**src/double_ended_ring_queue_core_macros.svh**
```systemverilog
// Assertion macros for the double-ended ring queue core.
`ifndef DOUBLE_ENDED_RING_QUEUE_CORE_MACROS_SVH
`define DOUBLE_ENDED_RING_QUEUE_CORE_MACROS_SVH

// The consequent must hold in the same cycle as the antecedent.
`define DERQ_ASSERT_SAME(lbl, clk, rst_n, ante, cons, msg) \
    lbl: assert property (@(posedge clk) disable iff (!rst_n) (ante) |-> (cons)) \
        else $error(msg);

// The consequent must hold in the cycle after the antecedent.
`define DERQ_ASSERT_NEXT(lbl, clk, rst_n, ante, cons, msg) \
    lbl: assert property (@(posedge clk) disable iff (!rst_n) (ante) |=> (cons)) \
        else $error(msg);

`endif

```
**src/derq_pkg.sv**
```systemverilog
// Package with the constants, types and helper function of the ring queue core.
`timescale 1ns / 1ps
`default_nettype none

package derq_pkg;

    localparam int DEPTH      = 16;
    localparam int ITEM_WIDTH = 64;
    localparam int ADDR_W     = (DEPTH > 1) ? $clog2(DEPTH) : 1;
    localparam int CNT_W      = $clog2(DEPTH + 1);

    typedef enum logic [1:0] {
        MODE_PUSH_BACK  = 2'd0,
        MODE_PUSH_FRONT = 2'd1,
        MODE_OVERWRITE  = 2'd2,
        MODE_POP        = 2'd3
    } t_mode;

    typedef enum logic {
        ST_IDLE = 1'b0,
        ST_POP  = 1'b1
    } t_state;

    // A written length of zero acts as one, and one above the depth acts as the depth.
    function automatic logic [CNT_W-1:0] eff_len(input logic [4:0] value);
        logic [CNT_W-1:0] len;
        if (value == 5'd0) begin
            len = CNT_W'(1);
        end else if (32'(value) > DEPTH) begin
            len = CNT_W'(DEPTH);
        end else begin
            len = CNT_W'(value);
        end
        return len;
    endfunction

endpackage

`default_nettype wire

```
**src/double_ended_ring_queue_core.sv**
```systemverilog
// Top level of the double-ended ring queue core: control, pointers and entry memory.
`timescale 1ns / 1ps
`default_nettype none

// Double-ended ring queue with push to back, push to front, overwrite at front and pop.
//
// Command channel: an operation (i_mode, i_item_data) is transferred at a rising
// edge where start is high and busy is low. Every operation gives exactly one
// result on o_accepted, o_read_data and o_fill_count, shown for a single cycle
// with o_result_valid high. The receiver cannot stall, so each result must be
// taken in that cycle.
// Pushes, overwrites and pops on an empty queue need no memory read: the result
// appears in the cycle after the transfer and busy stays low, so such operations
// may follow one another every cycle.
// A successful pop reads the entry memory, whose read port is registered; busy
// is high in ST_POP while the entry arrives, the entry is cleared to zero at
// the end of ST_POP and the result is registered at that edge. No new operation
// is taken while a pop waits for its entry from the memory.
// Configuration: the length register is transferred on i_cfg_valid/o_cfg_ready
// while the core is idle and start is low; it empties the queue (pointers and
// count) but leaves stored entries as they are.
// Reset (synchronous, active low) restores the full length, empties the queue
// and drops any pending result; the entry memory is not cleared.
module double_ended_ring_queue_core (
    input  wire logic        i_clk,
    input  wire logic        i_rst_n,
    input  wire logic        start,
    output logic             busy,
    input  wire logic [1:0]  i_mode,
    input  wire logic [63:0] i_item_data,
    input  wire logic        i_cfg_valid,
    output logic             o_cfg_ready,
    input  wire logic [4:0]  i_cfg_data,
    output logic             o_result_valid,
    output logic             o_accepted,
    output logic [63:0]      o_read_data,
    output logic [4:0]       o_fill_count
);

    // Control state.
    derq_pkg::t_state               r_state, n_state;
    logic [derq_pkg::CNT_W-1:0]     r_len, n_len;
    logic [derq_pkg::CNT_W-1:0]     r_count, n_count;
    logic [derq_pkg::ADDR_W-1:0]    r_wr, n_wr;
    logic [derq_pkg::ADDR_W-1:0]    r_rd, n_rd;
    logic                           r_res_valid, n_res_valid;

    // Result payload.
    logic                           r_accepted, n_accepted;
    logic [63:0]                    r_read_data, n_read_data;
    logic [derq_pkg::CNT_W-1:0]     r_fill, n_fill;

    // Entry memory and its access controls.
    logic [derq_pkg::ITEM_WIDTH-1:0] r_mem [derq_pkg::DEPTH];
    logic [derq_pkg::ITEM_WIDTH-1:0] r_mem_q;
    logic                            mem_we;
    logic [derq_pkg::ADDR_W-1:0]     mem_waddr;
    logic [derq_pkg::ITEM_WIDTH-1:0] mem_wdata;
    logic                            mem_re;
    logic [derq_pkg::ADDR_W-1:0]     mem_raddr;

    logic                            take;
    logic                            cfg_take;
    logic [derq_pkg::ADDR_W-1:0]     last_slot;
    logic [derq_pkg::ADDR_W-1:0]     rd_inc;
    logic [derq_pkg::ADDR_W-1:0]     rd_dec;
    logic [derq_pkg::ADDR_W-1:0]     wr_inc;
    logic                            full;
    derq_pkg::t_mode                 mode;

    assign busy           = (r_state == derq_pkg::ST_POP);
    // An offered operation takes precedence, so a configuration write never
    // shares an edge with an operation transfer.
    assign o_cfg_ready    = (r_state == derq_pkg::ST_IDLE) && !start;
    assign take           = start && !busy;
    assign cfg_take       = i_cfg_valid && o_cfg_ready;
    assign mode           = derq_pkg::t_mode'(i_mode);

    // Ring arithmetic over the length in use.
    assign last_slot = derq_pkg::ADDR_W'(r_len - 1'b1);
    assign rd_inc    = (r_rd == last_slot) ? '0 : r_rd + 1'b1;
    assign rd_dec    = (r_rd == '0) ? last_slot : r_rd - 1'b1;
    assign wr_inc    = (r_wr == last_slot) ? '0 : r_wr + 1'b1;
    assign full      = (r_count == r_len);

    assign o_result_valid = r_res_valid;
    assign o_accepted     = r_accepted;
    assign o_read_data    = r_read_data;
    assign o_fill_count   = 5'(r_fill);

    always_ff @(posedge i_clk) begin
        if (!i_rst_n) begin
            r_state     <= derq_pkg::ST_IDLE;
            r_len       <= derq_pkg::CNT_W'(derq_pkg::DEPTH);
            r_count     <= '0;
            r_wr        <= '0;
            r_rd        <= derq_pkg::ADDR_W'(derq_pkg::DEPTH - 1);
            r_res_valid <= 1'b0;
        end else begin
            r_state     <= n_state;
            r_len       <= n_len;
            r_count     <= n_count;
            r_wr        <= n_wr;
            r_rd        <= n_rd;
            r_res_valid <= n_res_valid;
        end
    end

    always_ff @(posedge i_clk) begin
        r_accepted  <= n_accepted;
        r_read_data <= n_read_data;
        r_fill      <= n_fill;
    end

    // Single write port, single registered read port.
    always_ff @(posedge i_clk) begin
        if (mem_we) begin
            r_mem[mem_waddr] <= mem_wdata;
        end
        if (mem_re) begin
            r_mem_q <= r_mem[mem_raddr];
        end
    end

    always_comb begin
        n_state     = r_state;
        n_len       = r_len;
        n_count     = r_count;
        n_wr        = r_wr;
        n_rd        = r_rd;
        n_res_valid = 1'b0;
        n_accepted  = 1'b0;
        n_read_data = '0;
        n_fill      = r_count;
        mem_we      = 1'b0;
        mem_waddr   = r_wr;
        mem_wdata   = i_item_data[derq_pkg::ITEM_WIDTH-1:0];
        mem_re      = 1'b0;
        mem_raddr   = rd_inc;

        case (r_state)
            derq_pkg::ST_IDLE: begin
                if (cfg_take) begin
                    n_len   = derq_pkg::eff_len(i_cfg_data);
                    n_wr    = '0;
                    n_rd    = derq_pkg::ADDR_W'(derq_pkg::eff_len(i_cfg_data) - 1'b1);
                    n_count = '0;
                end else if (take) begin
                    case (mode)
                        derq_pkg::MODE_POP: begin
                            if (r_count != '0) begin
                                // Fetch the front entry; the result follows once it arrives.
                                mem_re  = 1'b1;
                                n_rd    = rd_inc;
                                n_count = r_count - 1'b1;
                                n_state = derq_pkg::ST_POP;
                            end else begin
                                n_res_valid = 1'b1;
                            end
                        end
                        derq_pkg::MODE_PUSH_BACK: begin
                            n_res_valid = 1'b1;
                            if (!full) begin
                                mem_we     = 1'b1;
                                mem_waddr  = r_wr;
                                n_wr       = wr_inc;
                                n_count    = r_count + 1'b1;
                                n_accepted = 1'b1;
                                n_fill     = r_count + 1'b1;
                            end
                        end
                        derq_pkg::MODE_PUSH_FRONT,
                        derq_pkg::MODE_OVERWRITE: begin
                            n_res_valid = 1'b1;
                            if (!full || mode == derq_pkg::MODE_OVERWRITE) begin
                                mem_we     = 1'b1;
                                mem_waddr  = r_rd;
                                n_rd       = rd_dec;
                                n_accepted = 1'b1;
                                // An overwrite keeps a nonzero count.
                                if (mode == derq_pkg::MODE_OVERWRITE && r_count != '0) begin
                                    n_count = r_count;
                                end else begin
                                    n_count = r_count + 1'b1;
                                end
                                n_fill = n_count;
                            end
                        end
                        default: begin
                            n_res_valid = 1'b1;
                        end
                    endcase
                end
            end
            derq_pkg::ST_POP: begin
                // The popped slot is now r_rd; clear it and present the entry.
                mem_we      = 1'b1;
                mem_waddr   = r_rd;
                mem_wdata   = '0;
                n_res_valid = 1'b1;
                n_accepted  = 1'b1;
                n_read_data = 64'(r_mem_q);
                n_fill      = r_count;
                n_state     = derq_pkg::ST_IDLE;
            end
            default: begin
                n_state = derq_pkg::ST_IDLE;
            end
        endcase
    end

`include "double_ended_ring_queue_core_macros.svh"

    `DERQ_ASSERT_SAME(a_count_in_range, i_clk, i_rst_n, 1'b1, r_count <= r_len,
        "count exceeds length")
    `DERQ_ASSERT_NEXT(a_pop_goes_busy, i_clk, i_rst_n,
        take && !cfg_take && mode == derq_pkg::MODE_POP && r_count != '0,
        busy && !o_result_valid, "pop did not wait for memory")
    `DERQ_ASSERT_NEXT(a_pop_result, i_clk, i_rst_n, busy,
        !busy && o_result_valid && o_accepted, "pop result missing")
    `DERQ_ASSERT_NEXT(a_push_result, i_clk, i_rst_n,
        take && !cfg_take && mode != derq_pkg::MODE_POP,
        o_result_valid && o_read_data == 64'd0, "push result missing")

endmodule

`default_nettype wire
```
**config.mk**
```make
export PLATFORM = sky130hd
export DESIGN_NAME = double_ended_ring_queue_core
export DESIGN_NICKNAME = d
export VERILOG_FILES = /design/src/derq_pkg.sv /design/src/double_ended_ring_queue_core.sv
export VERILOG_INCLUDE_DIRS = /design/src /design/src/src
export SDC_FILE = /design/constraint.sdc
export NUM_CORES = 1
export LEC_CHECK = 0
export BUFFER_PORTS_ARGS = -buffer_cell sky130_fd_sc_hd__buf_2
export CORE_MARGIN = 5
export CORE_UTILIZATION = 26
export DETAILED_ROUTE_END_ITERATION = 12
export PLACE_DENSITY_LB_ADDON = 0.08
export SETUP_SLACK_MARGIN = 0.2
export SLEW_MARGIN = 25
export SYNTH_ARGS = -nofsm -noshare
export SYNTH_HDL_FRONTEND = slang
export SYNTH_SLANG_ARGS = --single-unit
```
**constraint.sdc**
```tcl
create_clock -name i_clk -period 5.2 [get_ports i_clk]
set_input_delay 0.52 -clock i_clk [delete_from_list [all_inputs] [get_ports i_clk]]
set_output_delay 0.52 -clock i_clk [all_outputs]
set_load 0.01 [all_outputs]
```
-- Word level (Yosys, flattened, before mapping)
Memories as Yosys holds them, arrays and structs flattened. A register that Yosys moved wholly into a read port is not among the register bits.
Index checks and enable logic that the tools add are counted.
W data, S select, Z words.
- flip-flop bits (word level): 90
- RAM bits: 1024
- bits of input ports: 75
- output and inout bits: 73
- logic and storage cells: 101
- memories: 1
- $add $sub $neg: 7
- order comparisons: 1
- equal/unequal tests: 9
- mux-type cells: 52
- bitwise gates (word level): 1
- reductions and logical operators: 21
- memory list (name ; depth ; bits a word ; read ports ; clocked after Yosys merged registers in ; write ports ; RTL line ; source):
    r_mem ; 16 ; 64 ; 1 ; 1 ; 1 ; double_ended_ring_queue_core.sv:54 ; logic [derq_pkg::ITEM_WIDTH-1:0] r_mem [derq_pkg::DEPTH];
- operator list (cell ; count):
    $mux W4 ; 17
    $mux W64 ; 1
    $mux W5 ; 10
    $pmux W5 S2 ; 2
    $pmux W4 S2 ; 2
    $pmux W5 S3 ; 1
    $mux W1 ; 14
    $sub A4 B1 Y4 const B ; 3
    $pmux W1 S2 ; 5
    $add A4 B1 Y4 const B ; 2
    $eq A4 B4 Y1 ; 2
    $ne A3 B3 Y1 const B ; 2
    $add A5 B1 Y5 const B ; 1
    $eq A5 B5 Y1 ; 1
    $gt A5 B5 Y1 const B ; 1
    $logic_not A5 Y1 ; 1
    $reduce_and A5 Y1 ; 1
    $reduce_bool A5 Y1 ; 1
    $sub A5 B1 Y5 const B ; 1
    $eq A2 B2 Y1 const B ; 2
    $logic_and A1 B1 Y1 ; 4
    $logic_not A4 Y1 ; 1
    $reduce_and A4 Y1 ; 1
    $reduce_bool A2 Y1 ; 2
    other kinds (11) ; 13

-- Logic depth before layout (Yosys ltp)
- depth after elaboration: 10
- mapped depth: 11
- depth with buffers taken out: 8

-- Worst setup path after synthesis
OpenSTA, ideal clock, no wires.
- path type: input port to flip-flop
- start point: in i_mode[0]
- end point: mem r_mem[4][0] (netlist bit) (enable)
- setup time: 0.486 ns
- arrival: 4.466 ns
- data required time: 4.714 ns
- setup slack: 0.247 ns
- stages: 7
- buffers on the path: 1
- path through: inv_1 > ha_1 > clkbuf_1 > o311a_1 > nor4b_1 > o21ai_0 > nor2_1
- cells in the longest elaborated chain, start to end: 9
- elaborated cells on any way between the ends: 17
- RTL lines (element ; RTL line ; source):
    start, declared ; double_ended_ring_queue_core.sv:29 ; input wire logic [1:0] i_mode,
    $eq A2 B2 Y1 ; double_ended_ring_queue_core.sv:149, double_ended_ring_queue_core.sv:175 ;
    $logic_or A1 B1 Y1 ; double_ended_ring_queue_core.sv:175 ; if (!full || mode == derq_pkg::MODE_OVERWRITE) begin
    $mux W1 ; double_ended_ring_queue_core.sv:175 ;
    $pmux W1 S2 ; double_ended_ring_queue_core.sv:149 ; case (mode)
    $mux W1 ; double_ended_ring_queue_core.sv:148 ; end else if (take) begin
    $mux W1 ; double_ended_ring_queue_core.sv:143 ; if (cfg_take) begin
    $pmux W1 S2 ; double_ended_ring_queue_core.sv:141 ; case (r_state)
    $mux W1 ; double_ended_ring_queue_core.sv:117 ; if (mem_we) begin
    $mux W1 (implied by the code) ; double_ended_ring_queue_core.sv:118 ; r_mem[mem_waddr] <= mem_wdata;
    end, declared ; double_ended_ring_queue_core.sv:54 ;
Several ways; a longest one is shown, not always the timed one.

-- Worst setup path after layout
- start point: reg r_count[3] (netlist bit)
- end point: mem r_mem[10][59] (netlist bit) (enable)
- cells in the longest elaborated chain, start to end: 10
- elaborated cells on any way between the ends: 16
- RTL lines (element ; RTL line ; source):
    start, declared ; double_ended_ring_queue_core.sv:43 ; logic [derq_pkg::CNT_W-1:0] r_count, n_count;
    start signal, assigned ; double_ended_ring_queue_core.sv:102 ; r_count <= n_count;
    $eq A5 B5 Y1 (*) ; double_ended_ring_queue_core.sv:84 ; assign full = (r_count == r_len);
    $logic_not A1 Y1 ; double_ended_ring_queue_core.sv:175 ;
    $logic_or A1 B1 Y1 ; double_ended_ring_queue_core.sv:175 ;
    $mux W1 ; double_ended_ring_queue_core.sv:175 ;
    $pmux W1 S2 ; double_ended_ring_queue_core.sv:149 ;
    $mux W1 ; double_ended_ring_queue_core.sv:148 ;
    $mux W1 ; double_ended_ring_queue_core.sv:143 ;
    $pmux W1 S2 ; double_ended_ring_queue_core.sv:141 ;
    $mux W1 ; double_ended_ring_queue_core.sv:117 ;
    $mux W1 (implied by the code) ; double_ended_ring_queue_core.sv:118 ;
Mark *: on every way between the ends. The rest lies on a longest branch, timed or not.

==> results.md <==
* Row cnt at ~150
* DR vias/cell at 4.70
* PortBufs at ~150
* Syn. warnings at 0
* Synth top area cells: edfxtp_1, dfxtp_1, mux4_2
* Cell Chain, Critical Path: xnor2_1, nand3_1, o311a_1, nor4b_1, o21ai_0, buf_4, nor2_4, buf_12
* Syn_area_per_cell at ~17 um2
* Synthesized netlist net count at between 2,000 and 3,000
* Vias post-DR at approximately 25,000
* Final ANT Viol Nets at 0
* Die W at about 430 um
* TritonRoute pass-1 iters at 6
* RR Endpoint: r_mem[10][59]$_DFFE_PP_
* Worst reg2reg setup slack at roughly 1.4 ns
* Seq/Total Area, Yosys at 0.757
* Post-synth EDFFs at approximately 1,100
* Critical path class: reg2reg
* # fillers at roughly 17,000
* Crit. End Element: register
* Total CTS buffers at 140
* Peak fanout along the critical path at 50
* Fraction of layout cells with a size suffix above 1 at 0.215
* Largest net degree at the start of global routing at approximately 140
* WHS Endpoint: r_len[4]$_SDFFE_PN1P_
* DRC viols at 0
* Skew final at between 0.02 and 0.03 ns
* Worst slack, placed at between 1 and 1.5 ns
* Setup TNS at 0 ns
* Multi-input combinational cell area at ~11,000 um2
* Min-delay src: i_rst_n
* Slew @ Worst Pin at approximately 1.0 ns
* Final worst setup slack at 1.45 ns
* Core area at around 170,000 um2
* Slew Viols, Final at 0
* Die height at roughly 430 um
* Req. time, crit path at roughly 5.6 ns
* CTS sink cnt at roughly 1,200
* Mapped Cells at between 2,000 and 3,000
* Async set or reset register ratio after synthesis at 0
* Slowest Stage Delay on Critical Path at 0.57 ns
* Initial core utilization at 0.262
* CP top delay family: simple AND/OR/NAND/NOR gates
* Area added between synthesis and finish at 19.1%
* Slowest-stage cell, CP: nor2_4
* Register-to-Register Path Depth at 8
* Final #Nets at between 2,000 and 3,000
* Hold crit path type: in2reg
* Worst Path Buf+Inv at 2
* Top cell type's share of synthesized area at 0.717
* Grt total ovfl at 0
* Ports at around 150
* Max Cap Viol at 0
* Total track usage at 0.154
* Startpoint class of the critical path: register
* Min Clock Period, post-route at around 3.8 ns
* Clock latency on the worst-skew pair at roughly 0.77 ns
* Area leader, netlist: edfxtp_1
* WL/cell at between 20 and 30 um
* Power density cells at 451 nW/um2
* Clock Tree Buf Depth at 3
* Vias in the first global route at ~27,000
* Final period utilization at 0.721
* Clock slew seen by the registers of the worst setup and hold paths at approximately 0.06 ns
* Root buffer cell: clkbuf_16
* DR iter-0 viols at ~1,800
* Status: finished clean
* Finish-stage setup viols at 0
* Final hold vios at 0
* Post-synth top flop: edfxtp_1
* H-tree lvl count at 4
* Fmax at 267 MHz
* TritonCTS clock tree: done
* Full die area at between 150,000 and 200,000 um2
* Resized Gates After CTS at 0
* RSZ-0062 raised after global routing: no
* Data arrival time of the critical path at 4.15 ns
* Post-DP HPWL at between 70,000 and 80,000 um
* Final WL at 144,000 um
* GPL Wtd Cong at between 0.7 and 0.8
* Leakage at between 15 and 20 nW
* Hold path cells at 2
* Register bit total from synthesis at 1,178
* Syn Std Cell Area at about 46,000 um2
* Max VDD drop at 0.360 mV
* Initial antenna violation count at 5
* Post-synthesis cell type count at 69
* Wire length of the first global-routing pass at 204,000 um
* CTS Hold Bufs at 0
* Rel. slew slack at 0.318
* Register Area at around 34,000 um2
* Post-CTS Setup Bufs at 0
* Reg2reg start: r_count[3]$_SDFFE_PN0P_
## worst max path at each step
stage          slack (ns)  cells past startpoint                 endpoint                     from
3_5_place_dp         1.25                      8  r_mem[11][16]$_DFFE_PP_                i_mode[1]
2_1_floorplan        0.25                      7    r_mem[4][0]$_DFFE_PP_                i_mode[0]
3_3_place_gp         1.17                      8   r_mem[11][5]$_DFFE_PP_                i_mode[1]
4_1_cts              1.38                      9    r_mem_q[43]$_DFFE_PP_    r_len[0]$_SDFFE_PN0P_
5_1_grt              1.22                      7    r_mem_q[46]$_DFFE_PP_     r_rd[2]$_SDFFE_PN1P_
6_report             1.45                      8  r_mem[10][59]$_DFFE_PP_  r_count[3]$_SDFFE_PN0P_
## logic make-up after synthesis
kind of cell	Yosys count	synth area share
AO/OA/AOI/OAI	668	0.0943
XOR/XNOR	22	0.00486
adder cells (fa/ha/maj)	12	0.00330
buffers and inverters	194	0.0179
flip-flops	1178	0.757
multiplexers	259	0.0765
AND/OR/NAND/NOR	377	0.0465
## final cells by class
| cell class | instances | area share |
|---|---|---|
| Sequential cell | 1178 | 0.635 |
| Multi-Input combinational cell | 1338 | 0.196 |
| Clock buffer | 186 | 0.0712 |
| Tap cell | 2325 | 0.0536 |
| Timing Repair Buffer | 238 | 0.0312 |
| Clock inverter | 65 | 0.0119 |
| Inverter | 14 | 0.000969 |
| Antenna cell | 2 | 0.0000922 |
## metrics by stage
stage	cells	power [mW]	util	hold WS, ns	area (um2)
floorplan	2710	13.3	-	0.426	45600
global placement	5092	15.1	0.285	0.453	49600
detailed placement	5092	15.1	0.285	0.450	49700
CTS	5343	24.9	0.311	0.0176	54200
global route	5345	25.5	0.312	0.0722	54300
finish	5346	24.4	0.312	0.0913	54300
## cell usage in the layout (no fill, tap or decap), types with 19 or more instances in the layout
cell / count
a211oi_1: 96
a21oi_1: 113
a221oi_1: 40
a22oi_1: 63
and2_1: 67
buf_12: 22
buf_2: 147
buf_4: 69
clkbuf_1: 33
clkbuf_16: 145
clkinv_1: 23
clkinv_2: 20
dfxtp_1: 88
edfxtp_1: 1088
mux2_2: 65
mux2i_1: 129
mux4_2: 65
nand2_1: 62
nor2_1: 19
nor2_4: 19
nor2b_1: 115
nor2b_2: 43
o21ai_0: 244
o32ai_1: 64
## cells in the mapped netlist, drive strengths merged, types with 52 or more instances
cell type / n
o21ai: 246
a21oi: 115
dfxtp: 90
o32ai: 64
buf: 52
edfxtp: 1088
a211oi: 96
clkbuf: 128
a22oi: 63
nand2: 66
mux2: 65
and2: 69
mux4: 65
mux2i: 129
nor2b: 158
## metal layers
layer  GRT usage  vias to the layer above  part of all wire
li1            -                    11200                 -
met1       0.201                    13300              0.44
met2       0.262                      500              0.49
met3      0.0252                      194             0.036
met4      0.0483                        0             0.026
met5           0                        -                 0
## power by group
part           total [mW]  leakage [nW]  switching (mW)  internal, mW
logic                4.02          4.89            2.78          1.25
clock network        9.67          2.21            3.91          5.76
registers            10.8          10.6          0.0819          10.7
## worst register-to-register path, delay by kind of cell, from the launching register on
kind	cells	cell delay [ns]
flip-flops	1	0.55
AND/OR/NAND/NOR	3	1.22
buffers and inverters	2	0.65
XOR/XNOR	1	0.17
AO/OA/AOI/OAI	2	0.73
## state kept, by name, indices dropped and copies added (netlist names)
name            count
r_len               5
busy                1
o_fill_count        5
r_rd                4
r_mem_q            64
r_mem            1024
o_accepted          1
r_count             5
r_wr                4
o_result_valid      1
o_read_data        64
No activity file was read; power rests on OpenSTA's default activity.
